## config.mk

```make
export PLATFORM = sky130hd
export DESIGN_NAME = kth_permutation_unrank
export DESIGN_NICKNAME = d
export VERILOG_FILES = /design/src/design/kpu_pkg.sv /design/src/design/kpu_ctrl.sv /design/src/design/kpu_dpath.sv /design/src/design/kth_permutation_unrank.sv
export VERILOG_INCLUDE_DIRS = /design/src /design/src/design
export SDC_FILE = /design/constraint.sdc
export NUM_CORES = 1
export LEC_CHECK = 0
export ABC_AREA = 1
export BUFFER_PORTS_ARGS = -buffer_cell sky130_fd_sc_hd__buf_2
export CAP_MARGIN = 0
export CELL_PAD_IN_SITES_DETAIL_PLACEMENT = 1
export CELL_PAD_IN_SITES_GLOBAL_PLACEMENT = 1
export CORE_MARGIN = 2
export CORE_UTILIZATION = 37
export CTS_CLUSTER_DIAMETER = 100
export CTS_CLUSTER_SIZE = 24
export DETAILED_ROUTE_END_ITERATION = 10
export PLACE_DENSITY = 0.78
export SETUP_SLACK_MARGIN = 0.3
export SYNTH_ARGS = -nofsm -noshare
export SYNTH_HDL_FRONTEND = slang
export SYNTH_SLANG_ARGS = --single-unit
```

## constraint.sdc

```tcl
create_clock -name clk -period 9.7 [get_ports clk]
set_input_delay 0 -clock clk [delete_from_list [all_inputs] [get_ports clk]]
set_output_delay 0 -clock clk [all_outputs]
set_load 0.1 [all_outputs]
```

## src/design/kth_permutation_unrank_assert.svh

```systemverilog
// ============================================================================
// kth_permutation_unrank_assert.svh
// Assertion macros shared by the permutation unrank modules. Every macro
// samples on the rising edge of clk and is disabled while arst_n is low.
// ============================================================================
`ifndef KTH_PERMUTATION_UNRANK_ASSERT_SVH
`define KTH_PERMUTATION_UNRANK_ASSERT_SVH

// Check that cond holds in the same cycle as trig
`define KPU_ASSERT_SAME(label, trig, cond, msg) \
	label: assert property (@(posedge clk) disable iff (!arst_n) \
		(trig) |-> (cond)) else $error(msg);

// Check that cond holds in the cycle after trig
`define KPU_ASSERT_NEXT(label, trig, cond, msg) \
	label: assert property (@(posedge clk) disable iff (!arst_n) \
		(trig) |=> (cond)) else $error(msg);

`endif

```

## src/design/kpu_pkg.sv

```systemverilog
// ============================================================================
// kpu_pkg
// Widths, factorial table and controller/datapath handshake types for the
// permutation unrank block.
// ============================================================================
package kpu_pkg;

	localparam int RANK_W = 19;
	localparam int LEN_W  = 4;
	localparam int ELEM_W = 4;
	localparam int FACT_W = 29;

	localparam logic [LEN_W-1:0] LEN_RESET = 4'd9;

	// Commands from controller to datapath
	typedef struct packed {
		logic load;      // capture the rank of an accepted item
		logic init;      // set up list, remainder and digit counters
		logic sub;       // one subtract step of the digit division
		logic emit;      // issue one element and close the gap in the list
		logic emit_err;  // issue the single error result
	} kpu_cmd_t;

	// Status from datapath to controller
	typedef struct packed {
		logic err;   // rank or length out of range
		logic ge;    // remainder still at or above the current factorial
		logic last;  // one element left in the list
	} kpu_stat_t;

	// n! for n up to 12; codes above that return all ones
	function automatic logic [FACT_W-1:0] fact(input logic [LEN_W-1:0] n);
		logic [FACT_W-1:0] f;
		case (n)
			4'd0:    f = 29'd1;
			4'd1:    f = 29'd1;
			4'd2:    f = 29'd2;
			4'd3:    f = 29'd6;
			4'd4:    f = 29'd24;
			4'd5:    f = 29'd120;
			4'd6:    f = 29'd720;
			4'd7:    f = 29'd5040;
			4'd8:    f = 29'd40320;
			4'd9:    f = 29'd362880;
			4'd10:   f = 29'd3628800;
			4'd11:   f = 29'd39916800;
			4'd12:   f = 29'd479001600;
			default: f = '1;
		endcase
		return f;
	endfunction

endpackage

```

## src/design/kpu_ctrl.sv

```systemverilog
// ============================================================================
// kpu_ctrl
// Sequencer for the unrank block: takes an item, checks its range, then gives
// an error result, or alternates subtract steps and element emits until the list is used up.
// ============================================================================
module kpu_ctrl (
	input  logic              clk,
	input  logic              arst_n,
	input  logic              start,
	output logic              busy,
	input  kpu_pkg::kpu_stat_t stat,
	output kpu_pkg::kpu_cmd_t  cmd
);

	localparam logic [1:0] ST_IDLE  = 2'd0;
	localparam logic [1:0] ST_CHECK = 2'd1;
	localparam logic [1:0] ST_DIV   = 2'd2;

	logic [1:0] state_q;
	logic [1:0] state_d;

	assign busy = (state_q != ST_IDLE);

	// Next state and commands
	always_comb begin
		state_d = state_q;
		cmd     = '0;
		case (state_q)
			ST_IDLE: begin
				if (start) begin
					cmd.load = 1'b1;
					state_d  = ST_CHECK;
				end
			end
			ST_CHECK: begin
				if (stat.err) begin
					cmd.emit_err = 1'b1;
					state_d      = ST_IDLE;
				end else begin
					cmd.init = 1'b1;
					state_d  = ST_DIV;
				end
			end
			ST_DIV: begin
				if (stat.ge) begin
					cmd.sub = 1'b1;
				end else begin
					cmd.emit = 1'b1;
					if (stat.last) begin
						state_d = ST_IDLE;
					end
				end
			end
			default: begin
				state_d = ST_IDLE;
			end
		endcase
	end

	// State register
	always_ff @(posedge clk or negedge arst_n) begin
		if (!arst_n) begin
			state_q <= ST_IDLE;
		end else begin
			state_q <= state_d;
		end
	end

	`include "kth_permutation_unrank_assert.svh"

	`KPU_ASSERT_NEXT(a_accept_to_check, start && !busy, state_q == ST_CHECK, "item not checked")
	`KPU_ASSERT_NEXT(a_last_to_idle, cmd.emit && stat.last, state_q == ST_IDLE, "no idle after last")
	`KPU_ASSERT_NEXT(a_check_once, state_q == ST_CHECK, state_q != ST_CHECK, "check state held")

endmodule

```

## src/design/kpu_dpath.sv

```systemverilog
// ============================================================================
// kpu_dpath
// Datapath for the unrank block: length register, remainder with a
// subtract-per-cycle divider, list of unused values and result registers.
// ============================================================================
module kpu_dpath #(
	parameter int MAX_LENGTH = 9
) (
	input  logic                         clk,
	input  logic                         arst_n,
	input  kpu_pkg::kpu_cmd_t            cmd,
	output kpu_pkg::kpu_stat_t           stat,
	input  logic [kpu_pkg::RANK_W-1:0]   rank,
	input  logic                         cfg_we,
	input  logic [kpu_pkg::LEN_W-1:0]    cfg_data,
	output logic                         result_valid,
	output logic [kpu_pkg::LEN_W-1:0]    position,
	output logic [kpu_pkg::ELEM_W-1:0]   element,
	output logic                         last,
	output logic                         error
);

	localparam int SEL_W = (MAX_LENGTH > 1) ? $clog2(MAX_LENGTH) : 1;
	localparam int PAD_W = kpu_pkg::FACT_W - kpu_pkg::RANK_W;

	logic [kpu_pkg::LEN_W-1:0]  len_q;
	logic [kpu_pkg::RANK_W-1:0] rank_q;
	logic [kpu_pkg::RANK_W-1:0] k_q;
	logic [kpu_pkg::LEN_W-1:0]  rem_q;
	logic [kpu_pkg::LEN_W-1:0]  pos_q;
	logic [SEL_W-1:0]           sel_q;
	logic [kpu_pkg::ELEM_W-1:0] avail_q [MAX_LENGTH];

	logic [kpu_pkg::FACT_W-1:0] len_fact;
	logic [kpu_pkg::FACT_W-1:0] digit_fact;

	logic                        result_valid_q;
	logic [kpu_pkg::LEN_W-1:0]   position_q;
	logic [kpu_pkg::ELEM_W-1:0]  element_q;
	logic                        last_q;
	logic                        error_q;

	// Status toward the controller
	assign len_fact   = kpu_pkg::fact(len_q);
	assign digit_fact = kpu_pkg::fact(rem_q - 4'd1);
	assign stat.err   = (len_q == '0) || (len_q > kpu_pkg::LEN_W'(MAX_LENGTH)) ||
	                    (rank_q == '0) || ({{PAD_W{1'b0}}, rank_q} > len_fact);
	assign stat.ge    = ({{PAD_W{1'b0}}, k_q} >= digit_fact);
	assign stat.last  = (rem_q == 4'd1);

	// Length register
	always_ff @(posedge clk or negedge arst_n) begin
		if (!arst_n) begin
			len_q <= kpu_pkg::LEN_RESET;
		end else if (cfg_we) begin
			len_q <= cfg_data;
		end
	end

	// Rank capture, remainder division and list upkeep
	always_ff @(posedge clk) begin
		if (cmd.load) begin
			rank_q <= rank;
		end
		if (cmd.init) begin
			k_q   <= rank_q - 19'd1;
			rem_q <= len_q;
			pos_q <= '0;
			sel_q <= '0;
			for (int i = 0; i < MAX_LENGTH; i++) begin
				avail_q[i] <= kpu_pkg::ELEM_W'(i + 1);
			end
		end
		if (cmd.sub) begin
			k_q   <= k_q - digit_fact[kpu_pkg::RANK_W-1:0];
			sel_q <= sel_q + SEL_W'(1);
		end
		if (cmd.emit) begin
			rem_q <= rem_q - 4'd1;
			pos_q <= pos_q + 4'd1;
			sel_q <= '0;
			// close the gap left by the chosen value
			for (int i = 0; i < MAX_LENGTH - 1; i++) begin
				if (SEL_W'(i) >= sel_q) begin
					avail_q[i] <= avail_q[i + 1];
				end
			end
		end
	end

	// Result strobe
	always_ff @(posedge clk or negedge arst_n) begin
		if (!arst_n) begin
			result_valid_q <= 1'b0;
		end else begin
			result_valid_q <= cmd.emit || cmd.emit_err;
		end
	end

	// Result payload
	always_ff @(posedge clk) begin
		if (cmd.emit) begin
			position_q <= pos_q;
			element_q  <= avail_q[sel_q];
			last_q     <= stat.last;
			error_q    <= 1'b0;
		end else if (cmd.emit_err) begin
			position_q <= '0;
			element_q  <= '0;
			last_q     <= 1'b1;
			error_q    <= 1'b1;
		end
	end

	assign result_valid = result_valid_q;
	assign position     = position_q;
	assign element      = element_q;
	assign last         = last_q;
	assign error        = error_q;

	`include "kth_permutation_unrank_assert.svh"

	`KPU_ASSERT_SAME(a_sub_no_underflow, cmd.sub, stat.ge, "subtract below zero")
	`KPU_ASSERT_SAME(a_err_shape, result_valid_q && error_q,
		last_q && (element_q == '0) && (position_q == '0), "bad error result")
	`KPU_ASSERT_SAME(a_elem_range, result_valid_q && !error_q,
		(element_q != '0) && (element_q <= len_q), "element out of range")

endmodule

```

## src/design/kth_permutation_unrank.sv

```systemverilog
// ============================================================================
// kth_permutation_unrank
// Decodes a one-based lexicographic rank into the permutation of 1..L,
// L being the configured length, one element per result.
//
// Channel   Signals                                Handshake
// input     start, busy, rank                      start && !busy
// result    result_valid, position, element,       result_valid, one cycle
//           last, error
// config    cfg_valid, cfg_ready, cfg_data         cfg_valid && cfg_ready
//
// An item keeps the block busy for a range check, then per position one
// subtract per unit of the factorial digit and one element emit.
// An out-of-range rank or length is answered with a single error result from the check.
// The digit divider subtracts one factorial per cycle, which sets the rate.
// Reset loads length 9 and idles; results cannot be stalled.
// ============================================================================
module kth_permutation_unrank #(
	parameter int MAX_LENGTH = 9
) (
	input  logic                         clk,
	input  logic                         arst_n,
	input  logic                         start,
	output logic                         busy,
	input  logic [kpu_pkg::RANK_W-1:0]   rank,
	input  logic                         cfg_valid,
	output logic                         cfg_ready,
	input  logic [kpu_pkg::LEN_W-1:0]    cfg_data,
	output logic                         result_valid,
	output logic [kpu_pkg::LEN_W-1:0]    position,
	output logic [kpu_pkg::ELEM_W-1:0]   element,
	output logic                         last,
	output logic                         error
);

	kpu_pkg::kpu_cmd_t  cmd;
	kpu_pkg::kpu_stat_t stat;
	logic               cfg_we;

	// Take length writes only while idle
	assign cfg_ready = !busy;
	assign cfg_we    = cfg_valid && cfg_ready;

	kpu_ctrl u_ctrl (
		.clk    (clk),
		.arst_n (arst_n),
		.start  (start),
		.busy   (busy),
		.stat   (stat),
		.cmd    (cmd)
	);

	kpu_dpath #(
		.MAX_LENGTH (MAX_LENGTH)
	) u_dpath (
		.clk          (clk),
		.arst_n       (arst_n),
		.cmd          (cmd),
		.stat         (stat),
		.rank         (rank),
		.cfg_we       (cfg_we),
		.cfg_data     (cfg_data),
		.result_valid (result_valid),
		.position     (position),
		.element      (element),
		.last         (last),
		.error        (error)
	);

endmodule

```

# Word level (Yosys, flattened, before mapping)
# Memories as Yosys holds them, arrays and structs flattened. A register that Yosys moved wholly into a read port is not among the register bits.
# Index checks and enable logic that the tools add are counted.
[word_totals]
wordCells = 121
input_bits = 27
mem_count = 3
mem_bits_ro = 928
output_inout_bits = 13
latchBits = 0
ram_bits = 36
register_bits = 67
[op_classes]
reduce_logical = 14
bitwise = 8
n_eq_ne = 6
mul = 0
n_shift = 0
div = 0
n_lt_le_gt_ge = 11
addsub = 5
n_mux = 62
[mem_list]
columns = ["memory", "words", "word_bits", "read_ports", "rd_ports_with_merged_regs", "write_ports", "line_no", "text"]
rows = [
  ["(name not given)", 16, 29, 1, 0, 0, "kpu_pkg.sv:34", "case (n)"],
  ["(name not given)", 16, 29, 1, 0, 0, "kpu_pkg.sv:34", ""],
  ["u_dpath.avail_q", 9, 4, 9, 1, 9, "kpu_dpath.sv:32", "logic [kpu_pkg::ELEM_W-1:0] avail_q [MAX_LENGTH];"],
]
[ops]
columns = ["cell", "n"]
rows = [
  ["$mux W4", 18],
  ["$mux W19", 2],
  ["$mux W1", 36],
  ["$ge A19 B29 Y1", 1],
  ["$gt A19 B29 Y1", 1],
  ["$logic_not A19 Y1", 1],
  ["$sub A19 B1 Y19 const B", 1],
  ["$sub A19 B19 Y19", 1],
  ["$ge A3 B4 Y1 const A", 4],
  ["$mux W2", 5],
  ["$add A4 B1 Y4 const B", 2],
  ["$ge A1 B4 Y1 const A", 2],
  ["$ge A2 B4 Y1 const A", 2],
  ["$or A1 B1 Y1", 8],
  ["$reduce_bool A2 Y1", 4],
  ["$ne A2 B2 Y1 const B", 3],
  ["$pmux W2 S3", 1],
  ["$eq A4 B1 Y1 const B", 1],
  ["$gt A4 B4 Y1 const B", 1],
  ["$logic_not A4 Y1", 1],
  ["$logic_or A1 B1 Y1", 4],
  ["$sub A4 B1 Y4 const B", 1],
  ["$reduce_and A3 Y1", 1],
  ["$eq A2 B1 Y1 const B", 1],
  ["other kinds (4)", 4],
]

# Logic depth before layout (Yosys ltp)
# Gate-level depths: netlist of run 1.
[logic_depth]
ltp_word = 10
ltp_mapped = 25
mapped_depth_nobuf = 25

# Modules after synthesis
# From an unflattened synthesis of run 1, not the netlist that was laid out.
[unflattened]
hier_cells = 832
area_unflattened_um2 = 6541.3
[modules_own_cells]
columns = ["mod", "seq_area_each_um2", "area_each_um2", "cells_per_inst", "instances"]
rows = [
  ["kpu_dpath", 2770.2, 6397.4, 808, 1],
  ["kpu_ctrl", 50.0, 130.1, 21, 1],
  ["kth_permutation_unrank", 0.0, 13.8, 3, 1],
]

# Least setup slack after synthesis of run 1
# Ideal clock, no wire load.
[synth_timing]
path_type = "flip-flop to flip-flop"
from = "reg u_ctrl.state_q[1]"
to = "reg u_dpath.rank_q[0] (netlist bit), enable pin"
setup_time_ns = 0.395
stages_incl_launch_ff = 4
slack_ns = 5.539
synth_period_minus_slack_ns = 4.161
arrival_time_ns = 3.766
n_path_buf = 0
required_ns = 9.305
cell_sequence = "dfrtp_1 > nor2_1 > inv_1 > nor2_1"
[synth_lines]
columns = ["element", "line_no", "text"]
rows = [
  ["start: declaration", "kpu_ctrl.sv:19", "logic [1:0] state_q;"],
  ["start signal: assignment", "kpu_ctrl.sv:65", "state_q <= state_d;"],
  ["end signal: assignment", "kpu_dpath.sv:63", "rank_q <= rank;"],
  ["end: declaration", "kpu_dpath.sv:27", "logic [kpu_pkg::RANK_W-1:0] rank_q;"],
]

# Worst setup path in the final report of run 1
[layout_timing]
from = "reg u_dpath.rem_q[0] (netlist bit)"
to = "reg u_dpath.k_q[7] (netlist bit), enable pin"
[layout_via]
elab_chain_cells = 6
[layout_lines]
columns = ["element", "line_no", "text"]
rows = [
  ["start: declaration", "kpu_dpath.sv:29", "logic [kpu_pkg::LEN_W-1:0] rem_q;"],
  ["start signal: assignment", "kpu_dpath.sv:67", "rem_q <= len_q;"],
  ["start signal: assignment", "kpu_dpath.sv:79", "rem_q <= rem_q - 4'd1;"],
  ["$sub A4 B1 Y4", "kpu_dpath.sv:45", "assign digit_fact = kpu_pkg::fact(rem_q - 4'd1);"],
  ["$mem_v2 Z16 W29", "n/a", ""],
  ["$ge A19 B29 Y1", "kpu_dpath.sv:48", "assign stat.ge = ({{PAD_W{1'b0}}, k_q} >= digit_fact);"],
  ["$mux W1", "kpu_ctrl.sv:45", "if (stat.ge) begin"],
  ["$mux W2", "kpu_ctrl.sv:28", "case (state_q)"],
  ["$reduce_bool A2 Y1 (no line)", "n/a", ""],
  ["end signal: assignment", "kpu_dpath.sv:66", "k_q <= rank_q - 19'd1;"],
  ["end signal: assignment", "kpu_dpath.sv:75", "k_q <= k_q - digit_fact[kpu_pkg::RANK_W-1:0];"],
  ["end: declaration", "kpu_dpath.sv:28", "logic [kpu_pkg::RANK_W-1:0] k_q;"],
]
# No other way between the ends.
# A chain may end at the register's enable or synchronous reset.

==> impl_metrics.toml, run 1 <==
[status]
status = "finished, final reports clean"

[die]
core_area_mm2 = 0.0172
placementRows = 48
io_pins = 40
initial_core_util_pct = 37.5
die_y_um = 136
die_width_um = 136
die_area_mm2 = 0.0185

[timing]
max_slew.worst_pin.slew_ns = 0.771
rsz0062_at_grt = "no"
timing_hold_violations_final = 0
fin_ws_ns = 5.16
slew_viol_final = 0
fin_crit_ns = 4.54
clock_skew_ns = 0.0155
setup_violations = 0
tns_ns = 0
min_period_over_period_pct = 46.8
slew_headroom_pct = 48.5
fmax_mhz = 220

[placement]
dp_slack_ns = 5.13
portBuffers = 39
gp_congestion = 0.845
hpwlAfterDp_um = 12900

[global_routing]
track_usage_pct = 19.7
grt_overflow = 0
antenna_found_initial = 1
grt_pass1_wl_um = 28300
grt_max_degree = 30
grt_pass1_vias = 5591

[cells_and_area]
drive_gt1_share_pct = 10.5
antenna_cells = 0
n_fill_cell = 2105
regArea_mm2 = 0.00282
area_delta_synth_final_pct = 14.8
multi_input_area_mm2 = 0.00315
final_common_cell = "nand2_1"
final_cell_mix = "nand2_1 (160), inv_1 (92), edfxtp_1 (82)"
nets = 901

[clock_tree]
clock_insertion_delay_worst_skew_ns = 0.36
holdBufCountCts = 26
clk_pin_slew_ns = 0.07
cts_resized = 0
cts_tree = "yes"
cts_root_buffer = "clkbuf_16"
clockBufferDepth = 2
cts_setup_buffers = 0
cts_max_level = 3
clock_sinks = 98
cts_buffers = 9

[routing]
routed_wl_um = 17400
via_per_inst = 5.06
wl_per_cell_um = 16.6
first_pass_iters = 4
drtIter0Drc = 221
dr_total_vias = 5320
postRouteAntennaNets = 0
drc = 0

[yosys]
syn_avg_cell_area_um2 = 8.48
yosysTopAreaCell = "edfxtp_1"
synth_top_area_share_pct = 38.2
synth_area_mm2 = 0.00644
ys_top_cells_by_area = "edfxtp_1 (38%), ha_1 (10%), nand2_1 (9.3%)"
async_flop_share_pct = 7.14
synth_nets = 840
synth-main-ff-cell = "edfxtp_1"
ys_seq_elements = 98
synthCells = 760
synth_warnings = 0
ys_types = 41
ys_seq_area_share_pct = 43.8
synth_edf_count = 82

[worst_setup_path]
crit_type = "register to register"
startpoint_type = "register"
cp.required_ns = 9.68
cp_max_fo = 29
worstPathArrival_ns = 4.52
critPathCaptureType = "register"

[flow_run]
maxCapViolations = 0

[worst_hold_path]
hold_class = "primary input to register"
==> final timing paths <==
| kind | cells past startpoint | slack (ns) | end | start |
|---|---|---|---|---|
| setup reg to reg | 18 | 5.16 | u_dpath.k_q[7]$_DFFE_PP_ | u_dpath.rem_q[0]$_DFFE_PP_ |
| setup / recovery | 18 | 5.16 | u_dpath.k_q[7]$_DFFE_PP_ | u_dpath.rem_q[0]$_DFFE_PP_ |
| hold / removal | 3 | 0.03 | u_dpath.len_q[0]$_DFFE_PN1P_ | cfg_valid |
| max in group asynchronous | 3 | 8.91 | u_dpath.len_q[2]$_DFFE_PN0P_ | arst_n |
| hold reg to reg | 4 | 0.55 | u_dpath.error$_SDFFE_PP0P_ | u_dpath.error$_SDFFE_PP0P_ |
| min in group asynchronous | 2 | 0.12 | u_dpath.len_q[3]$_DFFE_PN1P_ | arst_n |
==> cell families after synthesis <==
kind of cell / Yosys count / share of synthesized area, %
simple gates: 318 / 21.8
buf+inv: 113 / 7.42
compound gates: 144 / 12.0
xor+xnor: 34 / 4.62
flops: 98 / 43.8
fa+ha+maj: 53 / 10.4
==> cell type report <==
cell class	count	share of cell area [%]
clock buffers	11	3.72
clock inverters	5	0.626
inverters	97	4.96
multi-input cells	549	42.5
flip-flops and latches	98	38.1
well taps	225	3.81
repair buffers	66	6.26
==> synthesized netlist by cell type, drive strengths merged, types with 5 or more instances <==
library cell	count
edfxtp	82
nand3	39
a21oi	54
nand2	171
clkbuf	7
xor2	19
nand3b	5
nor3	10
o21ai	71
dfxtp	9
ha	52
dfrtp	5
xnor2	15
nand4	12
buf	9
inv	97
nor2	77
a31oi	6
==> registers in the layout (all words and copies together) (netlist names), named ones only <==
register              flops
u_dpath.avail_q          27
u_dpath.k_q              19
u_dpath.rank_q           19
u_dpath.element           4
u_dpath.len_q             4
u_dpath.pos_q             4
u_dpath.position          4
u_dpath.rem_q             4
u_dpath.sel_q             4
u_ctrl.state_q            2
u_dpath.error             1
u_dpath.last              1
u_dpath.result_valid      1
==> through the flow <==
| step | cell area [um^2] | utilization (%) | hold slack, ns | std cells |
|---|---|---|---|---|
| 3_5_place_dp | 6820 | 39.7 | -0.165 | 1009 |
| 2_1_floorplan | 6440 | - | -0.296 | 760 |
| 3_3_place_gp | 6820 | 39.7 | -0.162 | 1009 |
| 5_1_grt | 7400 | 43.1 | 0.0638 | 1051 |
| 4_1_cts | 7400 | 43.1 | 0.0249 | 1051 |
| 6_report | 7400 | 43.1 | 0.0279 | 1051 |
==> routing by layer <==
layer,routed length (um),track usage [%]
met4,390,6.60
met5,0,0
met2,8250,33.1
met3,557,3.06
met1,8250,26.0
==> critical path, stage by stage (launching register included) <==
cell and delay [ns]:
edfxtp_1 0.51, inv_2 0.17, ha_1 0.19, nand2_1 0.10, nand2_2 0.19, inv_1 0.14, o21ai_0 0.28, o21ai_0 0.24
ha_1 0.34, nand2_2 0.07, o21ai_2 0.15, nand2_1 0.08, nand2_2 0.11, nand3_2 0.08, nand2_2 0.13, nand2_2 0.08
nand2_4 0.09, nand3_2 0.41, nand2_1 0.78
Power of run 1 is left out: the tool's default activity adds up to more than one toggle a clock period on the data nets, which glitch-free logic cannot reach.
==> run 2, diff against run 1 <==
PLACE_DENSITY = 0.8   (was 0.78)
clock period = 4 ns   (was 9.7 ns; I/O delays follow)
==> run 2 against run 1 <==
Effect of this change: register-to-register slack got worse by 4.7 ns; fmax up 28%; non-clock buffer count rose by 38; final cell count is 3.7% higher; worst hold slack got worse by 0.015 ns; critical path type unchanged.
==> impl_metrics.toml, run 2 (synthesis results as in run 1) <==
[status]
status = "finished, final reports clean"

[worst_setup_path]
crit_type = "register to register"
worstPathArrival_ns = 3.62
r2r_cells = 19
cp_max_fo = 7
cp.required_ns = 4.08
startpoint_type = "register"
critPathCaptureType = "register"

[cells_and_area]
largest_reg_flops = 27
final_cell_mix = "nand2_1 (145), inv_1 (89), edfxtp_1 (82)"
nets = 940
postLayoutCoreUtil_pct = 46.6
drive_gt1_share_pct = 20.0
largestRegisters = "u_dpath.avail_q: 27 flops, u_dpath.k_q: 19 flops, u_dpath.rank_q: 19 flops"
instances_no_fill = 1090
area_delta_synth_final_pct = 24.3
regMostFlops = "u_dpath.avail_q"
final_common_cell = "nand2_1"
antenna_cells = 0

[clock_tree]
cts_buffers = 9
cts_tree = "yes"
clk_pin_slew_ns = 0.07
clock_sinks = 98
clock_insertion_delay_worst_skew_ns = 0.36
cts_root_buffer = "clkbuf_16"
cts_max_level = 3
clockBufferDepth = 2

[die]
die_y_um = 136
die_area_mm2 = 0.0185
io_pins = 40
placementRows = 48
die_width_um = 136
core_area_mm2 = 0.0172
initial_core_util_pct = 37.5

[timing]
fin_crit_ns = 3.55
max_slew.worst_pin.slew_ns = 0.744
slew_headroom_pct = 50.2
hold_slack_ns = 0.0127
clock_skew_ns = 0.0116
slew_viol_final = 0
setup_violations = 0
tns_ns = 0
min_period_over_period_pct = 88.7
timing_hold_violations_final = 0
fmax_mhz = 282
rsz0062_at_grt = "yes"

[global_routing]
grt_pass1_vias = 5702
antenna_found_initial = 0
track_usage_pct = 19.8
grt_max_degree = 20
grt_pass1_wl_um = 28600
grt_overflow = 0

[routing]
drtIter0Drc = 346
wl_per_cell_um = 16.9
via_per_inst = 5.21
routed_wl_um = 18400
postRouteAntennaNets = 0
first_pass_iters = 4
drc = 0
dr_total_vias = 5681

[flow_run]
maxCapViolations = 0

[placement]
gp_congestion = 0.901
portBuffers = 39
hpwlAfterDp_um = 13100
dp.cells = 1016

[worst_hold_path]
hold_class = "primary input to async pin"
==> run 2: changes by cell type in the layout (fill, tap and decap cells not counted), moves of 7 or more <==
| cell | before | now |
|---|---|---|
| nand2_2 | 7 | 18 |
| ha_1 | 52 | 45 |
| buf_4 | 1 | 36 |
| nand2_1 | 160 | 145 |
| o21ai_0 | 59 | 48 |
==> run 2: final timing paths <==
path,slack [ns],startpoint,endpoint
max reg2reg,0.45,u_dpath.rem_q[1]$_DFFE_PP_,u_dpath.avail_q[5][0]$_SDFFCE_PN0P_
min in group clk,0.05,cfg_valid,u_dpath.len_q[3]$_DFFE_PN1P_
min,0.01,arst_n,u_dpath.result_valid$_DFF_PN0_
min reg2reg,0.54,u_dpath.error$_SDFFE_PP0P_,u_dpath.error$_SDFFE_PP0P_
max in group asynchronous,3.74,arst_n,u_dpath.len_q[0]$_DFFE_PN1P_
max,0.45,u_dpath.rem_q[1]$_DFFE_PP_,u_dpath.avail_q[5][0]$_SDFFCE_PN0P_
==> run 2: per-stage QoR <==
stage	instance area [um^2]	worst slack (ns)
5_1_grt	8010	0.195
3_3_place_gp	6870	0.216
4_1_cts	7530	0.306
2_1_floorplan	6450	0.373
6_report	8010	0.451
3_5_place_dp	6870	0.0145
==> run 2: worst max-delay path, cell delays in order, from the launching register on <==
cell        delay, ns
edfxtp_1         0.45
inv_2            0.14
ha_2             0.20
nand2_1          0.08
nand2_2          0.11
clkinvlp_4       0.21
a21oi_4          0.20
o21ai_1          0.10
ha_1             0.38
a21oi_2          0.18
o21ai_1          0.09
a21oi_1          0.19
nand2_2          0.11
nand2_2          0.10
nand2_4          0.08
nand2_4          0.09
nand2_8          0.10
nor2_8           0.21
nand2_1          0.13
nand2_2          0.11
==> run 2: repair_timing <==
action                                  CTS  global route
setup buffers                             7            24
pin swaps                                 2            22
gates cloned                              0             2
resized for setup                        12            67
hold endpoints to repair                 31             0
endpoints found under the setup margin   94           128
hold buffers                             25             0
==> run 2: layout make-up <==
cell class	count	area, um^2
inverters	97	383
fillers	2067	9170
flip-flops and latches	98	2820
clock buffers	10	229
repair buffers	104	787
clock inverters	6	78.8
well taps	225	282
multi-input cells	550	3430
==> run 2: per-layer routing <==
metal | track usage (%) | part of all wire, %
met5 | 0 | 0
met4 | 5.50 | 1.9
met3 | 3.13 | 4.1
met2 | 33.9 | 49
met1 | 26.0 | 44
Power of run 2 is left out for the same reason.
==> run 3, diff against run 2 <==
ABC_AREA = default   (was 1)
PLACE_DENSITY = 0.78   (was 0.8)
==> run 3 against run 2 <==
Effect of this change: clock skew is 0.0036 ns higher; fmax is 14% lower; the flow now finishes with violations (setup timing); synthesized cell count is 18% lower; die area is 0.94% lower; clock-buffer cell count is 3 higher; highest routed layer unchanged; area after synthesis is 0.97% lower; sequential share of layout area is 2.9 points lower; register-to-register slack worse by 0.58 ns.
==> impl_metrics.toml, run 3 <==
[status]
status = "finished, violations left"
violations = "setup timing"

[flow_run]
maxCapViolations = 0

[placement]
gp_congestion = 0.934
placed_area_mm2 = 0.00736
dp_slack_ns = -0.135
dp.cells = 919
hpwlAfterDp_um = 14100
portBuffers = 39

[worst_setup_path]
reg2reg_slack_ns = -0.13
cp_max_fo = 7
worstPathArrival_ns = 4.23
critPathCaptureType = "register"
crit_type = "register to register"
r2r_cells = 15
r2r-start = "u_dpath.rem_q[1]$_DFFE_PP_"
startpoint_type = "register"
timing.rr.end = "u_dpath.k_q[17]$_DFFE_PP_"
cp.required_ns = 4.11

[clock_tree]
cts_max_level = 3
cts_buffers = 9
clock_sinks = 98
cts_root_buffer = "clkbuf_16"
clock_insertion_delay_worst_skew_ns = 0.36
cts_tree = "yes"
clockBufferDepth = 2
clk_pin_slew_ns = 0.08

[cells_and_area]
drive_gt1_share_pct = 30.9
multi_input_area_mm2 = 0.00396
largest_reg_flops = 27
n_fill_cell = 1854
nets = 851
area_delta_synth_final_pct = 36.8
final_cell_mix = "edfxtp_1 (82), buf_4 (74), ha_1 (46)"
instances_no_fill = 1001
largestRegisters = "u_dpath.avail_q: 27 flops, u_dpath.k_q: 19 flops, u_dpath.rank_q: 19 flops"
antenna_cells = 0
postLayoutCellArea_mm2 = 0.00873
regArea_mm2 = 0.00282
final_common_cell = "edfxtp_1"
regMostFlops = "u_dpath.avail_q"

[global_routing]
grt_pass1_wl_um = 32800
grt_max_degree = 21
grt_pass1_vias = 6014
track_usage_pct = 23.5
antenna_found_initial = 0
grt_overflow = 0

[yosys]
synthCells = 624
syn_avg_cell_area_um2 = 10.2
yosys.area_share.xor_xnor_pct = 4.67
ys_seq_elements = 98
synth.most_common_cell = "edfxtp_1"
yosysTopAreaCell = "edfxtp_1"
synth_warnings = 0
ys_seq_area_share_pct = 44.2
synth-main-ff-cell = "edfxtp_1"
ys_types = 69
synthMuxAreaShare_pct = 4.16
synth_edf_count = 82
ys_top_cells_by_count = "edfxtp_1 (82), ha_1 (52), o21ai_0 (50), nand2_1 (46), nor2_1 (40)"
synth_area_mm2 = 0.00638
synth_nets = 704
synth_top_area_share_pct = 38.6
ys_top_cells_by_area = "edfxtp_1 (39%), ha_1 (10%), o21ai_0 (3.9%)"
synth_simple_gate_area_share_pct = 17.1
synthAdderAreaFrac_pct = 10.5
async_flop_share_pct = 7.14
synth_compound_area_share_pct = 15.5
synth_top_family_by_area = "simple AND/OR/NAND/NOR gates"

[die]
core_area_mm2 = 0.0171
die_area_mm2 = 0.0183
initial_core_util_pct = 37.4
die_width_um = 135
placementRows = 48
io_pins = 40
die_y_um = 135

[timing]
timing_hold_violations_final = 0
fmax_mhz = 242
setup_violations = 105
clock_skew_ns = 0.0151
slew_viol_final = 0
hold_slack_ns = 0.0103
min_period_over_period_pct = 103
fin_ws_ns = -0.125
max_slew.worst_pin.slew_ns = 1.19
slew_headroom_pct = 20.3
fin_crit_ns = 4.13
rsz0062_at_grt = "yes"

[routing]
wl_per_cell_um = 22.7
postRouteAntennaNets = 0
via_per_inst = 5.82
dr_total_vias = 5826
first_pass_iters = 4
drtIter0Drc = 442
routed_wl_um = 22700
drc = 0

[worst_hold_path]
hold_class = "primary input to async pin"
[run 3: cell count changes after synthesis, moves of 12 or more]
| cell | previous run | this run |
|---|---|---|
| nand2_1 | 160 | 46 |
| inv_1 | 92 | 31 |
| nor2_1 | 73 | 40 |
| nand3_1 | 36 | 14 |
| a21oi_1 | 52 | 33 |
| and2_1 | 1 | 19 |
| nor3_1 | 9 | 23 |
| mux2i_1 | 0 | 13 |
| nand2b_1 | 0 | 12 |
[run 3: area by class of cell]
class                   count  area share (%)
multi-input cells         476            45.3
flip-flops and latches     98            32.3
repair buffers            155            14.1
well taps                 225            3.22
clock buffers              13            3.11
inverters                  31            1.42
clock inverters             3           0.516
[run 3: routing by layer]
metal	vias to the layer above	global-route usage, %	wire length (um)
met5	-	0	0
met4	0	8.28	749
met3	55	4.15	1050
met2	206	43.1	12000
met1	2926	27.5	8920
li1	2639	-	-
[run 3: logic make-up after synthesis]
family	after synthesis
mux	20
xor+xnor	34
buf+inv	54
simple gates	209
flops	98
compound gates	156
fa+ha+maj	53
[run 3: how the worst max path moves through the flow]
stage	start	to	slack, ns	cells past startpoint
5_1_grt	u_dpath.rem_q[0]$_DFFE_PP_	u_dpath.k_q[17]$_DFFE_PP_	-0.28	23
3_5_place_dp	u_dpath.rem_q[0]$_DFFE_PP_	u_dpath.avail_q[2][0]$_SDFFCE_PN1P_	-0.13	14
2_1_floorplan	u_dpath.rem_q[0]$_DFFE_PP_	u_dpath.k_q[0]$_DFFE_PP_	0.14	16
6_report	u_dpath.rem_q[1]$_DFFE_PP_	u_dpath.k_q[17]$_DFFE_PP_	-0.13	15
4_1_cts	u_dpath.rem_q[0]$_DFFE_PP_	u_dpath.avail_q[0][0]$_SDFFCE_PN1P_	0.08	15
3_3_place_gp	u_dpath.rem_q[0]$_DFFE_PP_	u_dpath.k_q[16]$_DFFE_PP_	0.05	17
[run 3: what timing repair did]
item,4_1_cts,5_1_grt
setup endpoints to repair,137,137
pin swaps,30,17
endpoints found under the hold margin,31,0
gates resized for setup,62,33
hold buffers,25,0
cloned,4,0
buffers inserted,19,18
[run 3: through the flow]
step / util [%] / setup TNS (ns)
2_1_floorplan: - / 0
3_3_place_gp: 43.2 / 0
3_5_place_dp: 43.2 / -2.72
4_1_cts: 49.4 / 0
5_1_grt: 51.2 / -21.28
6_report: 51.2 / -6.18
[run 3: critical path, cell delays in order, from the launching register on]
cell      delay [ns]
edfxtp_1        0.47
nor3_4          0.34
xor2_4          0.30
nand2_2         0.13
nor2_4          0.13
a21oi_1         0.08
ha_1            0.36
nand4_1         0.11
or4_1           0.49
or4_4           0.44
a31oi_4         0.29
buf_6           0.14
a21o_4          0.11
buf_4           0.13
a21oi_1         0.09
a31o_2          0.24
Power of run 3 is left out for the same reason.
